### src/sv/ebin_pkg.sv
`timescale 1ns / 1ps
// ----------------------------------------------------------------------------
// ebin_pkg
// Shared widths, status codes and register indexes of the equal population
// binner.
// ----------------------------------------------------------------------------
package ebin_pkg;

    // field widths
    localparam int SAMPLE_W    = 32;
    localparam int LABEL_W     = 4;
    localparam int STATUS_W    = 2;
    localparam int COST_W      = 32;
    localparam int NUM_BINS_W  = 5;

    // configuration port
    localparam int CFG_IDX_W   = 2;
    localparam int CFG_DATA_W  = 5;

    localparam logic [CFG_IDX_W-1:0] REG_NUM_BINS    = 2'd0;
    localparam logic [CFG_IDX_W-1:0] REG_SORTED_MODE = 2'd1;

    // status codes
    localparam logic [STATUS_W-1:0] ST_OK         = 2'd0;
    localparam logic [STATUS_W-1:0] ST_UNSORTED   = 2'd1;
    localparam logic [STATUS_W-1:0] ST_FEW_GROUPS = 2'd2;
    localparam logic [STATUS_W-1:0] ST_TOO_MANY   = 2'd3;

endpackage

### src/sv/ebin_cost_unit.sv
`timescale 1ns / 1ps
// ----------------------------------------------------------------------------
// ebin_cost_unit
// Shared two-stage cost datapath: deviation of a bin count scaled by the
// bin number, then square plus predecessor cost.
// ----------------------------------------------------------------------------
module ebin_cost_unit #(
    parameter int CNTW = 7,
    parameter int BW   = 5
) (
    input  logic                          clk,
    input  logic                          rst_n,
    input  logic                          req,
    input  logic [CNTW-1:0]               cnt,
    input  logic [BW-1:0]                 nb,
    input  logic [CNTW-1:0]               n,
    input  logic [ebin_pkg::COST_W-1:0]   base,
    output logic                          done,
    output logic [ebin_pkg::COST_W-1:0]   cost
);
    localparam int DW = CNTW + BW + 1;

    logic                          s1_valid_reg;
    logic signed [DW-1:0]          dev_reg;
    logic [ebin_pkg::COST_W-1:0]   base_reg;
    logic                          s2_valid_reg;
    logic [ebin_pkg::COST_W-1:0]   cost_reg;

    logic [CNTW+BW-1:0]            prod;
    logic signed [DW-1:0]          dev_next;
    logic signed [2*DW-1:0]        sq;

    // stage one: count times bins minus set size
    assign prod     = (CNTW+BW)'(cnt) * (CNTW+BW)'(nb);
    assign dev_next = $signed({1'b0, prod}) - $signed(DW'(n));

    // stage two: square and accumulate
    assign sq = dev_reg * dev_reg;

    always_ff @(posedge clk or negedge rst_n)
    begin
        if (!rst_n)
        begin
            s1_valid_reg <= 1'b0;
            s2_valid_reg <= 1'b0;
        end
        else
        begin
            s1_valid_reg <= req;
            s2_valid_reg <= s1_valid_reg;
        end
    end

    always_ff @(posedge clk)
    begin
        dev_reg  <= dev_next;
        base_reg <= base;
        cost_reg <= base_reg + ebin_pkg::COST_W'($unsigned(sq));
    end

    assign done = s2_valid_reg;
    assign cost = cost_reg;
endmodule

### config.mk
export PLATFORM = sky130hd
export DESIGN_NAME = ebin_cost_unit
export DESIGN_NICKNAME = d
export VERILOG_FILES = /design/src/sv/ebin_pkg.sv /design/src/sv/ebin_cost_unit.sv
export SDC_FILE = /design/constraint.sdc
export NUM_CORES = 1
export LEC_CHECK = 0
export BUFFER_PORTS_ARGS = -buffer_cell sky130_fd_sc_hd__buf_2
export CORE_UTILIZATION = 60
export DETAILED_ROUTE_END_ITERATION = 8
export GPL_TIMING_DRIVEN = 0
export PLACE_DENSITY = 0.8
export SLEW_MARGIN = 5
export SYNTH_ARGS = -nofsm -noshare
export SYNTH_HDL_FRONTEND = slang
export SYNTH_SLANG_ARGS = --single-unit
### constraint.sdc
create_clock -name clk -period 18.6 [get_ports clk]
set_input_delay 1.86 -clock clk [delete_from_list [all_inputs] [get_ports clk]]
set_output_delay 1.86 -clock clk [all_outputs]
set_load 0.05 [all_outputs]
==> reports/results.ini <==
[grt]
grt_usage_pct=24.2
grt_max_degree=15
grt_pass1_vias=7822
grt_overflow_total=0
grt_pass1_wl_um=34100
antenna_found_initial=0

[synth]
netlist_instances=1072
ys_ff_latch=79
synth_top_area_share_pct=31.9
synth.distinct_cells=73
synthTopCellsByCount=235 x inv_1, 163 x fa_1, 125 x ha_1
synthFlopType=dfxtp_1
synth_largest_area_cell=fa_1
ys_async_sr_fraction_pct=2.53
synth_nets=1414
yosysMostFrequentCell=inv_1
synth_edf_count=0
syn_avg_cell_area_sq_um=9.54
syn-cell-area_sq_um=10200
synth_seq_area_share_pct=15.6
synth_area_leaders=fa_1 32%, ha_1 15%, dfxtp_1 15%, inv_1 8.6%, xnor2_1 3.9%
yosys_warnings=0

[placement]
dpl_cell_area_sq_um=10900
hpwl_um=16500
gp_congestion=0.903
port-buffer-count=86
placedCellCount=1378
dp_slack_ns=10.61

[route]
drtIter0Drc=387
route.vias.total=7462
final_antenna_net_count=0
drc=0
viasPerCell=5.35
drt-total-wl_um=20000
firstDrtPassIters=5
wire_per_inst_um=14.3

[cells_and_area]
area_delta_synth_final_pct=9.89
postLayoutCellArea_sq_um=11200
drive_gt1_share_pct=11.3
instances_no_fill=1394
fin_nets=1511
diodes=0

[sta]
setup_viol=0
finalHoldViolCount=0
relSlewSlack_pct=56.2
period_share_pct=43.6
clock.fmax_mhz=123
worstMarginPinSlew_ns=0.657
final.setup_skew_ns=0.00714
rsz0062_at_grt=false
setup_ws_ns=10.50
drv_slew=0
setup_tns_ns=0
period_minus_slack_ns=8.10

[floorplanning]
fp.coreArea_sq_um=16600
die_w_um=133
die_h_um=133
rows=47
die_area_sq_um=17600
start_util_pct=61.5
pin_count=87

[cts]
cts_buffers=9
clock_insertion_delay_worst_skew_ns=0.35
cts.sinks=79
clock-root-buffer=clkbuf_16
cts_resized=0
clock_path_buffers=2
cts_tree=done
postCtsSetupBuffers=0
clk_pin_slew_ns=0.06
cts.htree.levels=3
postCtsHoldBufs=0

[critical_path]
end_kind=flip-flop
cpMostUsedCell=fa_1
cpPeakStageDelay_ns=0.77
cpMaxStageDelayCell=fa_1
worst_setup_path_start_kind=flip-flop
reg2regPathDepth=23
worstPathCellList=clkbuf_1, nand2_1, fa_1, fa_1, inv_1, fa_1, fa_1, fa_1, ha_1, ha_1, a21oi_1, o31ai_1, or3b_2, o221ai_1, o21ai_0, xor2_1, ha_1, nand2_1, or2b_2, a2111o_1, o22a_4, nand4_2, xnor2_1
worstSetupPathType=flip-flop to flip-flop
cp_data_required_time_ns=18.86
arrival_ns=8.37
path_max_fanout=10

[min_path]
hp-class=flip-flop to flip-flop
hold_depth=0

[outcome]
run_status=finished, final reports clean

[job]
maxCapViolations=0

cell type report:
class                      instances  area, sq um
tap                              220          275
fill                            1299         5400
multi-input combinational        740         7670
inverter                         235          882
sequential                        79         1590
buffer                            18         83.8
timing repair buffer              86          430
clock buffer                      10          239
clock inverter                     6         67.6
routing by layer:
| layer | GRT usage [%] | share of wire, % | vias up |
|---|---|---|---|
| li1 | - | - | 3590 |
| met1 | 29.5 | 41 | 3639 |
| met2 | 42.9 | 52 | 193 |
| met3 | 3.95 | 4.4 | 40 |
| met4 | 9.13 | 2.8 | 0 |
| met5 | 0 | 0 | - |
path summary, 6_finish.rpt:
check / endpoint / slack, ns / from
max: cost[30]$_DFF_P_ / 10.50 / dev_reg[12]$_DFF_P_
max in group asynchronous: done$_DFF_PN0_ / 17.22 / rst_n
max reg2reg: cost[30]$_DFF_P_ / 10.50 / dev_reg[12]$_DFF_P_
min reg2reg: done$_DFF_PN0_ / 0.36 / s1_valid_reg$_DFF_PN0_
min: done$_DFF_PN0_ / 0.36 / s1_valid_reg$_DFF_PN0_
min in group asynchronous: s1_valid_reg$_DFF_PN0_ / 1.29 / rst_n
cells by family after synthesis:
| kind of cell | after synthesis | share of synthesized area, % |
|---|---|---|
| mux | 1 | 0.0979 |
| buf+inv | 253 | 9.44 |
| fa+ha+maj | 288 | 47.2 |
| other cells | 1 | 0.0367 |
| simple gates | 241 | 11.9 |
| flops | 79 | 15.6 |
| compound gates | 144 | 10.2 |
| xor+xnor | 65 | 5.57 |
layout by cell type (no fill, tap or decap), drive strengths merged, types with 3 or more instances in the layout:
master,netlist,routed
inv,235,236
nor3,8,8
dfxtp,77,77
o2111ai,4,4
a21oi,35,35
o221ai,3,3
ha,125,125
or4,3,3
a21o,18,18
o211ai,6,6
nand4,6,6
nor2,35,35
o21ai,21,21
o31ai,3,3
nand2b,10,10
o21a,7,7
a31oi,6,6
a21boi,4,4
nand2,97,97
o21bai,7,7
and3,3,3
nor2b,14,14
xor2,20,20
o311ai,4,4
nor4,4,4
nand3b,4,4
a211oi,5,5
buf,3,89
nand3,10,10
fa,163,163
xnor2,45,45
o22ai,3,3
clkbuf,15,25
and2,39,39
through the flow:
step                      util, %  hold WS (ns)
after floorplan                 -         0.331
after global placement       65.7         0.335
after detailed placement     65.7         0.344
after CTS                    67.6         0.357
after global routing         67.6         0.377
final                        67.6         0.355
worst max-delay path, delay by kind of cell, from the launching register on:
family | cells | cell delay (ns)
flops | 1 | 0.56
compound gates | 6 | 1.48
xor+xnor | 2 | 0.30
fa+ha+maj | 8 | 3.88
buf+inv | 2 | 0.63
simple gates | 5 | 1.14
Power is left out: the tool's default activity adds up to more than one toggle a clock period on the data nets, which glitch-free logic cannot reach.
