File: config.mk
export PLATFORM = sky130hd
export DESIGN_NAME = ebin_ram
export DESIGN_NICKNAME = d
export VERILOG_FILES = /design/src/sv/ebin_ram.sv
export SDC_FILE = /design/constraint.sdc
export NUM_CORES = 1
export LEC_CHECK = 0
export ABC_AREA = 1
export BUFFER_PORTS_ARGS = -buffer_cell sky130_fd_sc_hd__buf_4
export CAP_MARGIN = 30
export CORE_MARGIN = 10
export CORE_UTILIZATION = 47
export CTS_BUF_LIST = sky130_fd_sc_hd__clkbuf_8
export DETAILED_ROUTE_END_ITERATION = 7
export MAX_ROUTING_LAYER = met4
export PLACE_DENSITY = 0.6
export SLEW_MARGIN = 20
export SYNTH_ARGS = -nofsm -noshare
export SYNTH_HDL_FRONTEND = slang
export SYNTH_SLANG_ARGS = --single-unit
File: constraint.sdc
create_clock -name clk -period 4 [get_ports clk]
set_clock_uncertainty 0.1 [all_clocks]
set_input_delay 0.4 -clock clk [delete_from_list [all_inputs] [get_ports clk]]
set_output_delay 0.4 -clock clk [all_outputs]
set_load 0.02 [all_outputs]
File: src/sv/ebin_ram.sv
`timescale 1ns / 1ps
// ----------------------------------------------------------------------------
// ebin_ram
// Generic single write port, single read port RAM with registered read.
// ----------------------------------------------------------------------------
module ebin_ram #(
    parameter int WIDTH = 8,
    parameter int DEPTH = 64
) (
    input  logic                                  clk,
    input  logic                                  we,
    input  logic [(DEPTH > 1 ? $clog2(DEPTH) : 1)-1:0] wr_addr,
    input  logic [WIDTH-1:0]                      wr_data,
    input  logic [(DEPTH > 1 ? $clog2(DEPTH) : 1)-1:0] rd_addr,
    output logic [WIDTH-1:0]                      rd_data
);
    logic [WIDTH-1:0] mem [DEPTH];

    // write port and registered read
    always_ff @(posedge clk)
    begin
        if (we)
        begin
            mem[wr_addr] <= wr_data;
        end
        rd_data <= mem[rd_addr];
    end
endmodule

==> key figures, run 1 <==
Floorplanning
  – Rows: 78
  – Ports: 30
  – Placeable core area: 45090 sq um
  – Die Height: 233.1 um
  – Initial Utilization: between 40% and 50%
  – Area of the die: 54330 sq um
  – Die X-Extent: 233.1 um

Synthesis
  – Area share of the largest cell type after synthesis: between 70% and 80%
  – Syn Area/Cell: 11.82 sq um
  – EDFF count, synth: ~510
  – Synth warnings: 0
  – Ys async rst share: 0%
  – Top-count cell post-synth: nand2_1
  – Mapped Nets: 1827
  – Netlist Area Pre-Place: ~21000 sq um
  – Top post-synthesis cells by count: nand2_1 (648), edfxtp_1 (512), nand3_1 (439)
  – Synth area leader: edfxtp_1
  – Synth area leaders: edfxtp_1 (72%), nand2_1 (11%), nand3_1 (10%)
  – Synth Register Bits: 520
  – Unique cell type count in the Yosys netlist: 16
  – Register area share after synthesis: 72.80%
  – Mapped Cells: about 1800
  – Most used DFF post-synth: edfxtp_1

Setup path
  – Crit path largest cell delay: 840 ps
  – Crit. End Element: register
  – CP required: 4150 ps
  – CP Data Arrival Time: 2340 ps
  – Crit Path Class: input pin to register
  – Crit start category: input pin
  – RR Endpoint: rd_data[2]$_DFF_P_
  – R2R cell count: 8
  – Worst r2r src: mem[14][2]$_DFFE_PP_
  – Max FO, Critical Path: 9
  – Slowest cell on the critical path: nor2_1
  – Critical-path cell list: buf_4 > inv_1 > nand4_1 > nor2_1
  – R2R setup slack: ~2600 ps

Place
  – DP Cell Count: 2350
  – Number of I/O port buffers: 29
  – Final HPWL DP: just under 30000 um
  – GP Congestion: approximately 0.9

Route
  – Router iterations before antenna repair: 6
  – DR vias: approximately 14000
  – Vias per cell: 5.432
  – Post-route ant nets: 0
  – Routed wire length: 52290 um
  – Drt initial violations: 1199
  – Average wire per standard cell: about 21 um
  – # DRC: 0

Power
  – LEAKAGE: 0.008436 uW
  – Peak VDD IR: 0.0002748 V
  – Power Density: 468.1 nW/um^2

Min path
  – Hold Crit Start: rd_addr[4]
  – Hold depth: 4
  – Hold worst-path end: rd_data[3]$_DFF_P_
  – Worst hold path class: input pin to register

Global route
  – GRT Overall Usage: 19.99%
  – Vias in the first global route: ~13000
  – Initial antenna violation count: 2
  – First-pass GRT wire length: 79870 um
  – Total gr overflow: 0
  – Largest net degree at the start of global routing: between 150 and 200

Clock tree
  – Root buf cell: clkbuf_8
  – H-tree Lvls: 3
  – CTS buffer count: 84
  – Clk buf depth: 3
  – Clk sinks: 520
  – Clock Pin Slew Worst Setup and Hold Paths: 60 ps
  – Clock latency on the worst-skew pair: 640 ps
  – TritonCTS clock tree: done
  – Post-CTS setup buffer count: 0

Flow run
  – MaxCap Viol Count: 0

Timing
  – F_max: around 460 MHz
  – Final hold violation count: 0
  – Tmin final: 2190 ps
  – Post-route setup TNS: 0 ps
  – Final Max Slew Viols: 0
  – Final period util: about 55%
  – Worst slew margin: 38.16%
  – Final setup fails: 0
  – Slew at the pin closest to its max-slew limit: 927.6 ps
  – RSZ-0062 raised after global routing: no

Final layout
  – Share of cells above drive strength 1: about 8.4%
  – Final nets: 1860
  – Area growth from synthesis to final layout: 9.117%
  – Final Instance Count excl. Fillers: 2502

Status
  – Status: complete, no violations
==> metal layers <==
| metal | up-vias | global-route usage, % | part of all wire [%] |
|---|---|---|---|
| met3 | 99 | 4.028 | 7.9 |
| met4 | 0 | 5.782 | 2.4 |
| met2 | 539 | 29.56 | 45 |
| met1 | 6520 | 27.66 | 44 |
| met5 | - | - | 0 |
| li1 | 6434 | - | - |
==> area by class of cell <==
type / instances / area (sq um)
inverters: 12 / 52.55
multi-input cells: 1160 / 4946
clock buffers: 90 / 1239
repair buffers: 60 / 501.7
well taps: 600 / 750.7
clock inverters: 58 / 255.2
fillers: 4017 / 21800
flip-flops and latches: 520 / 15530
diodes: 2 / 5.005
==> worst max-delay path, delay by kind of cell <==
| kind | cells | cell delay, ps |
|---|---|---|
| buffers and inverters | 2 | 340 |
| and+or+nand+nor | 2 | 1580 |
==> layout by cell type, fill, tap and decap left out, types with 2 or more instances in the layout <==
cell type  count
nand2_1      648
dfxtp_1        8
nor4_1         8
nand3_1      439
clkinv_2       6
clkinv_1      21
nand4_1        9
inv_1         38
diode_2        2
clkbuf_8      90
buf_4         54
buf_12         3
edfxtp_1     512
nor2_1        56
==> registers in the layout, indices dropped and copies added, names as in the netlist <==
register,cells
rd_data,8
mem,512
==> worst max-delay path by stage <==
stage	end	depth (start not counted)	slack, ps	from
3_3_place_gp	mem[17][1]$_DFFE_PP_	4	1280	wr_addr[1]
5_1_grt	mem[32][4]$_DFFE_PP_	4	1710	wr_addr[1]
3_5_place_dp	mem[20][7]$_DFFE_PP_	4	1220	wr_addr[1]
2_1_floorplan	mem[48][0]$_DFFE_PP_	3	1730	we
4_1_cts	mem[20][3]$_DFFE_PP_	4	1890	wr_addr[1]
6_report	mem[21][5]$_DFFE_PP_	4	1810	wr_addr[1]
==> what timing repair did <==
action,CTS,global route
hold buffers,1,0
endpoints found under the hold margin,5,0
resized for setup,0,0
==> power breakdown <==
part | switching [uW] | total, uW | internal, uW
sequential | 21.4 | 6060 | 6030
combinational | 530 | 703 | 174
clock | 2020 | 4140 | 2120
==> cells by family after synthesis <==
kind of cell	count (synthesis)	share of synthesized area (%)
buffers and inverters	125	4.022
flip-flops	520	72.80
AND/OR/NAND/NOR	1160	23.18
==> metrics by stage <==
step	worst slack [ps]	util (%)	area (sq um)	total power [uW]	hold WS, ps
global route	1711	51.64	23280	11290	144.5
global placement	1283	48.26	21760	6860	617.9
detailed placement	1216	48.26	21760	6869	645.8
CTS	1889	51.60	23260	10970	130.6
finish	1810	51.64	23280	10900	163.0
floorplan	1734	-	21340	6593	398.9
No activity file was read; power rests on OpenSTA's default activity.
==> run 2: changes to the inputs <==
--- a/config.mk
+++ b/config.mk
@@ -13,7 +13,7 @@
 export CTS_BUF_LIST = sky130_fd_sc_hd__clkbuf_8
 export DETAILED_ROUTE_END_ITERATION = 7
 export MAX_ROUTING_LAYER = met4
-export PLACE_DENSITY = 0.6
+export PLACE_DENSITY = 0.63
 export SLEW_MARGIN = 20
 export SYNTH_ARGS = -nofsm -noshare
 export SYNTH_HDL_FRONTEND = slang
==> constraint.sdc (replaced) <==
create_clock -name clk -period 1.9 [get_ports clk]
set_clock_uncertainty 0.1 [all_clocks]
set_input_delay 0.19 -clock clk [delete_from_list [all_inputs] [get_ports clk]]
set_output_delay 0.19 -clock clk [all_outputs]
set_load 0.02 [all_outputs]
==> run 2 against run 1 <==
  * Clock power rose by 110%
  * Power is 110% higher
  * Largest cell class unchanged
  * Sequential power up 110%
  * Via count grew 4.0%
  * Die area stayed put
  * Final area rose by 5.0%
  * Sequential cell count unchanged
  * Critical endpoint is now rd_data[4]$_DFF_P_
==> key figures, run 2 (synthesis results as in run 1) <==
Timing
  – Post-route setup TNS: 0 ps
  – Worst slew margin: approximately 48%
  – Final WS setup: 76.33 ps
  – Slew at the pin closest to its max-slew limit: approximately 780 ps
  – Final Max Slew Viols: 0
  – Final period util: 95.98%
  – F_max: 548.3 MHz
  – Tmin final: 1824 ps
  – Final hold violation count: 0
  – Final setup fails: 0
  – WHS: between 70 and 80 ps

Route
  – Routed wl met2: ~25000 um
  – Met3 routed wirelength: 4136 um
  – Post-route ant nets: 0
  – Metal1 wirelength: 23410 um
  – Router iterations before antenna repair: 7
  – Max layer used: met4
  – Vias per cell: 5.419
  – Average wire per standard cell: 20.53 um
  – DR vias: around 14000
  – Drt initial violations: 1500
  – # DRC: 0
  – Routed wire length: 53550 um

Setup path
  – Crit path largest cell delay: 550 ps
  – Worst path most repeated cell: nand2_1
  – Critical-path cell list: nand2_1 > nand3_1 > nand3_2 > nand2_1 > nand2_1 > nand3_1 > nand3_1 > dlygate4sd3_1 > nand2_1
  – Setup crit end: rd_data[4]$_DFF_P_
  – Max FO, Critical Path: 1
  – RR Endpoint: rd_data[4]$_DFF_P_
  – CP required: 2340 ps
  – CP Launch Point: mem[37][4]$_DFFE_PP_
  – Crit Path Class: register to register
  – WP buf/inv: 1
  – R2R setup slack: 80 ps
  – Number of cells on the critical path: 9
  – CP Data Arrival Time: around 2300 ps
  – Worst r2r src: mem[37][4]$_DFFE_PP_
  – Crit. End Element: register
  – Slowest cell on the critical path: dlygate4sd3_1
  – R2R cell count: 9
  – Crit start category: register
  – Crit-path leading delay family: simple AND/OR/NAND/NOR gates

Floorplanning
  – Rows: between 70 and 80
  – Area of the die: 54330 sq um
  – Die X-Extent: 233.1 um
  – Initial Utilization: between 40% and 50%
  – Ports: 30
  – Placeable core area: 45090 sq um
  – Die Height: 233.1 um

Power
  – Peak VDD IR: 0.0006454 V
  – LEAKAGE: about 0.009 uW
  – Power Density: roughly 940 nW/um^2

Final layout
  – Layout Utilization: between 50% and 60%
  – Max reg flops: ~510
  – Most frequent cells in the layout: nand2_1 (648), edfxtp_1 (512), nand3_1 (436)
  – # fillers: 3839
  – Most common cell after layout, fill and taps aside: nand2_1
  – Top reg by flops: mem
  – Final Instance Count excl. Fillers: 2609
  – Area growth from synthesis to final layout: 14.55%
  – Final nets: 1965
  – Ant. Diodes: 0
  – Largest registers: mem x512, rd_data x8
  – Share of cells above drive strength 1: approximately an eighth

Clock tree
  – Clock latency on the worst-skew pair: 640 ps
  – CTS buffer count: 82
  – Clock Pin Slew Worst Setup and Hold Paths: 60 ps
  – H-tree Lvls: 3
  – TritonCTS clock tree: done
  – Clk sinks: 520
  – Root buf cell: clkbuf_8
  – Clk buf depth: 3

Status
  – Status: complete, no violations

Place
  – Place WS: 82.76 ps
  – Number of I/O port buffers: 29
  – Final HPWL DP: 31950 um
  – GP Congestion: 0.8744
  – DP Cell Count: ~2400

Global route
  – Vias in the first global route: 13600
  – Initial antenna violation count: 0
  – First-pass GRT wire length: ~81000 um
  – Largest net degree at the start of global routing: between 60 and 70
  – GRT Overall Usage: 20.30%
  – Total gr overflow: 0

Min path
  – Worst hold path class: input pin to register
  – Hold Crit Start: wr_data[0]

Flow run
  – MaxCap Viol Count: 0
==> run 2: changes by cell type in the layout (fill, tap and decap cells not counted), sizes merged <==
| cell | previous run | this run |
|---|---|---|
| clkinvlp | 1 | 4 |
| buf | 59 | 155 |
| diode | 2 | 0 |
| clkbuf | 90 | 84 |
| clkinv | 27 | 40 |
| dlygate4sd3 | 1 | 12 |
| inv | 41 | 33 |
==> run 2: stage by stage <==
step                power (uW)  cell area, sq um
global route             23850             24440
global placement         14600             22780
CTS                      23150             24370
detailed placement       14610             22780
finish                   23000             24440
floorplan                13880             21340
==> run 2: timing repair <==
item,4_1_cts,5_1_grt
hold buffers,13,0
endpoints found under the hold margin,245,0
buffers inserted,0,5
gates resized for setup,0,8
endpoints found under the setup margin,0,9
==> run 2: final cells by class <==
cell class,count,area (sq um),area share (%)
well taps,600,750.7,3.071
clock inverters,66,311.5,1.275
flip-flops and latches,520,15530,63.55
inverters,12,60.06,0.2457
repair buffers,167,1654,6.767
clock buffers,84,1156,4.730
multi-input cells,1160,4976,20.36
==> run 2: worst min-delay path by stage <==
stage | slack, ps | end | depth (start not counted)
after floorplan | 190 | mem[0][0]$_DFFE_PP_ | 0
after global placement | 390 | mem[59][5]$_DFFE_PP_ | 1
after detailed placement | 390 | mem[59][5]$_DFFE_PP_ | 1
after CTS | 30 | rd_data[2]$_DFF_P_ | 6
after global routing | 80 | mem[59][0]$_DFFE_PP_ | 1
final | 70 | mem[59][0]$_DFFE_PP_ | 1
==> run 2: per-layer routing <==
metal | GRT usage [%] | vias up
met5 | - | -
met4 | 5.437 | 0
met3 | 3.701 | 74
met2 | 30.73 | 540
met1 | 27.91 | 6881
li1 | - | 6644
==> run 2: power breakdown <==
group	switching, uW	internal (uW)
combinational	1160	512
sequential	47.2	12700
clock	4320	4270
total	5530	17500
==> run 3: changes to the inputs <==
--- a/config.mk
+++ b/config.mk
@@ -10,7 +10,7 @@
 export CAP_MARGIN = 30
 export CORE_MARGIN = 10
 export CORE_UTILIZATION = 47
-export CTS_BUF_LIST = sky130_fd_sc_hd__clkbuf_8
+export CTS_BUF_LIST = sky130_fd_sc_hd__clkbuf_4 sky130_fd_sc_hd__clkbuf_8
 export DETAILED_ROUTE_END_ITERATION = 7
 export MAX_ROUTING_LAYER = met4
 export PLACE_DENSITY = 0.63
==> constraint.sdc (replaced) <==
create_clock -name clk -period 1.9 [get_ports clk]
set_clock_uncertainty 0.1 [all_clocks]
set_input_delay 0.19 -clock clk [delete_from_list [all_inputs] [get_ports clk]]
set_output_delay 0.19 -clock clk [all_outputs]
set_load 0.1 [all_outputs]
==> run 3 against run 2 <==
  * First-iteration DRC count up 8.7%
  * Via count down 0.64%
  * Fmax down 0.76%
  * Utilization up 0.067 points
  * Final cell count down 0.11%
  * Wire length down 0.37%
  * Final area up 0.12%
  * Critical endpoint unchanged
==> key figures, run 3 (synthesis results as in run 1) <==
Setup path
  – Crit. End Element: register
  – CP Data Arrival Time: 2270 ps
  – Max FO, Critical Path: 1
  – Crit start category: register
  – CP required: 2330 ps
  – Crit Path Class: register to register

Route
  – Metal1 wirelength: 23300 um
  – Vias per cell: 5.391
  – Routed wire length: 53360 um
  – DR vias: 14050
  – Drt initial violations: 1630
  – Met3 routed wirelength: 4186 um
  – Routed wl met2: 25060 um
  – Average wire per standard cell: 20.47 um
  – Max layer used: met4
  – Router iterations before antenna repair: 5
  – # DRC: 0
  – Post-route ant nets: 0

Clock tree
  – Clk buf depth: 3
  – H-tree Lvls: 3
  – Clk sinks: between 500 and 600
  – Root buf cell: clkbuf_8
  – TritonCTS clock tree: done
  – CTS buffer count: 82
  – Clock latency on the worst-skew pair: approximately 650 ps
  – Clock Pin Slew Worst Setup and Hold Paths: 60 ps

Final layout
  – # fillers: 3833
  – Final nets: just under 2000
  – Design area: between 20000 and 25000 sq um
  – Largest registers: mem x512, rd_data x8
  – Area growth from synthesis to final layout: 14.69%
  – Top reg by flops: mem
  – Final Instance Count excl. Fillers: 2606
  – Most common cell after layout, fill and taps aside: nand2_1
  – Layout Utilization: 54.28%
  – Ant. Diodes: 0
  – Max reg flops: 512
  – Most frequent cells in the layout: nand2_1 (648), edfxtp_1 (512), nand3_1 (436)
  – Share of cells above drive strength 1: roughly 14%

Timing
  – Slew at the pin closest to its max-slew limit: 781.6 ps
  – F_max: 544.2 MHz
  – Final setup fails: 0
  – Final hold violation count: 0
  – Final period util: a little over nine tenths
  – Worst slew margin: 47.89%
  – Final WS setup: ~62 ps
  – Final Max Slew Viols: 0
  – Post-route setup TNS: 0 ps
  – Tmin final: 1838 ps

Status
  – Status: complete, no violations

Min path
  – Worst hold path class: input pin to register

Floorplanning
  – Die X-Extent: 233.1 um
  – Initial Utilization: a little under half
  – Area of the die: 54330 sq um
  – Ports: 30
  – Rows: between 70 and 80
  – Placeable core area: 45090 sq um
  – Die Height: 233.1 um

Global route
  – First-pass GRT wire length: a little over 80000 um
  – Vias in the first global route: 13580
  – GRT Overall Usage: 20.28%
  – Initial antenna violation count: 0
  – Largest net degree at the start of global routing: 65
  – Total gr overflow: 0

Place
  – Placed Area: ~23000 sq um
  – Number of I/O port buffers: 29
  – GP Congestion: 0.8744
  – Place WS: 82.76 ps
  – Final HPWL DP: between 30000 and 40000 um
  – DP Cell Count: about 2400

Power
  – Pint: 17870 uW
  – Clk pwr share: 38.2%
  – LEAKAGE: 0.009010 uW
  – Peak VDD IR: 0.0006889 V
  – Net Sw Frac: 24.03%
  – Comb pwr share: 7.6%
  – Sequential power share: 54.2%
  – Power Density: ~960 nW/um^2
  – Psw: 5653 uW

Flow run
  – MaxCap Viol Count: 0
[run 3: cell count changes in the layout (fill, tap and decap cells not counted), sizes merged]
cell / previous run / this run
buf: 155 / 152
clkbuf: 84 / 104
clkinvlp: 4 / 3
inv: 33 / 14
[run 3: worst max-delay path, cell delays in order, from the launching register on]
cell           delay (ps)
edfxtp_1              360
nand2_1                70
nand3_1               120
nand3_2               110
nand2_1                60
nand2_1               100
nand3_1               100
nand3_1               100
dlygate4sd3_1         550
nand2_1                40
[run 3: path summary, 6_finish.rpt]
path | slack [ps] | from | end | cells past startpoint
worst max-delay path | 60 | mem[37][4]$_DFFE_PP_ | rd_data[4]$_DFF_P_ | 9
worst min register to register | 730 | mem[25][5]$_DFFE_PP_ | rd_data[5]$_DFF_P_ | 8
worst min-delay path | 70 | wr_data[0] | mem[59][0]$_DFFE_PP_ | 1
worst max register to register | 60 | mem[37][4]$_DFFE_PP_ | rd_data[4]$_DFF_P_ | 9
[run 3: stage by stage]
step	hold WS, ps	total power (uW)
floorplan	188.9	14020
global placement	391.1	14730
detailed placement	393.4	14740
CTS	30.92	23680
global route	78.79	24370
finish	67.95	23520
[run 3: final cells by class]
| cell class | count | area [sq um] | share of cell area [%] |
|---|---|---|---|
| Tap cell | 600 | 750.7 | 3.067 |
| Inverter | 12 | 56.30 | 0.2301 |
| Sequential cell | 520 | 15530 | 63.48 |
| Clock inverter | 46 | 236.5 | 0.9663 |
| Timing Repair Buffer | 164 | 1628 | 6.651 |
| Clock buffer | 104 | 1306 | 5.337 |
| Multi-Input combinational cell | 1160 | 4961 | 20.27 |
[run 3: metal layers]
layer  GRT usage (%)  vias to the layer above
li1                -                     6639
met1           27.99                     6818
met2           30.59                      521
met3           3.640                       71
met4           5.457                        0
met5               -                        -
[run 3: repair_timing]
item	4_1_cts	5_1_grt
resized for setup	0	4
buffers inserted	0	2
endpoints found under the setup margin	0	1
hold buffers	12	0
endpoints found under the hold margin	245	0
[run 3: power groups by stage]
stage          Sequential [uW]  Combinational (uW)  Clock [uW]
2_1_floorplan            13100                 892           0
3_3_place_gp             13000                1750           0
3_5_place_dp             13000                1760           0
4_1_cts                  12700                1790        9150
5_1_grt                  12700                1950        9680
6_report                 12700                1790        8980
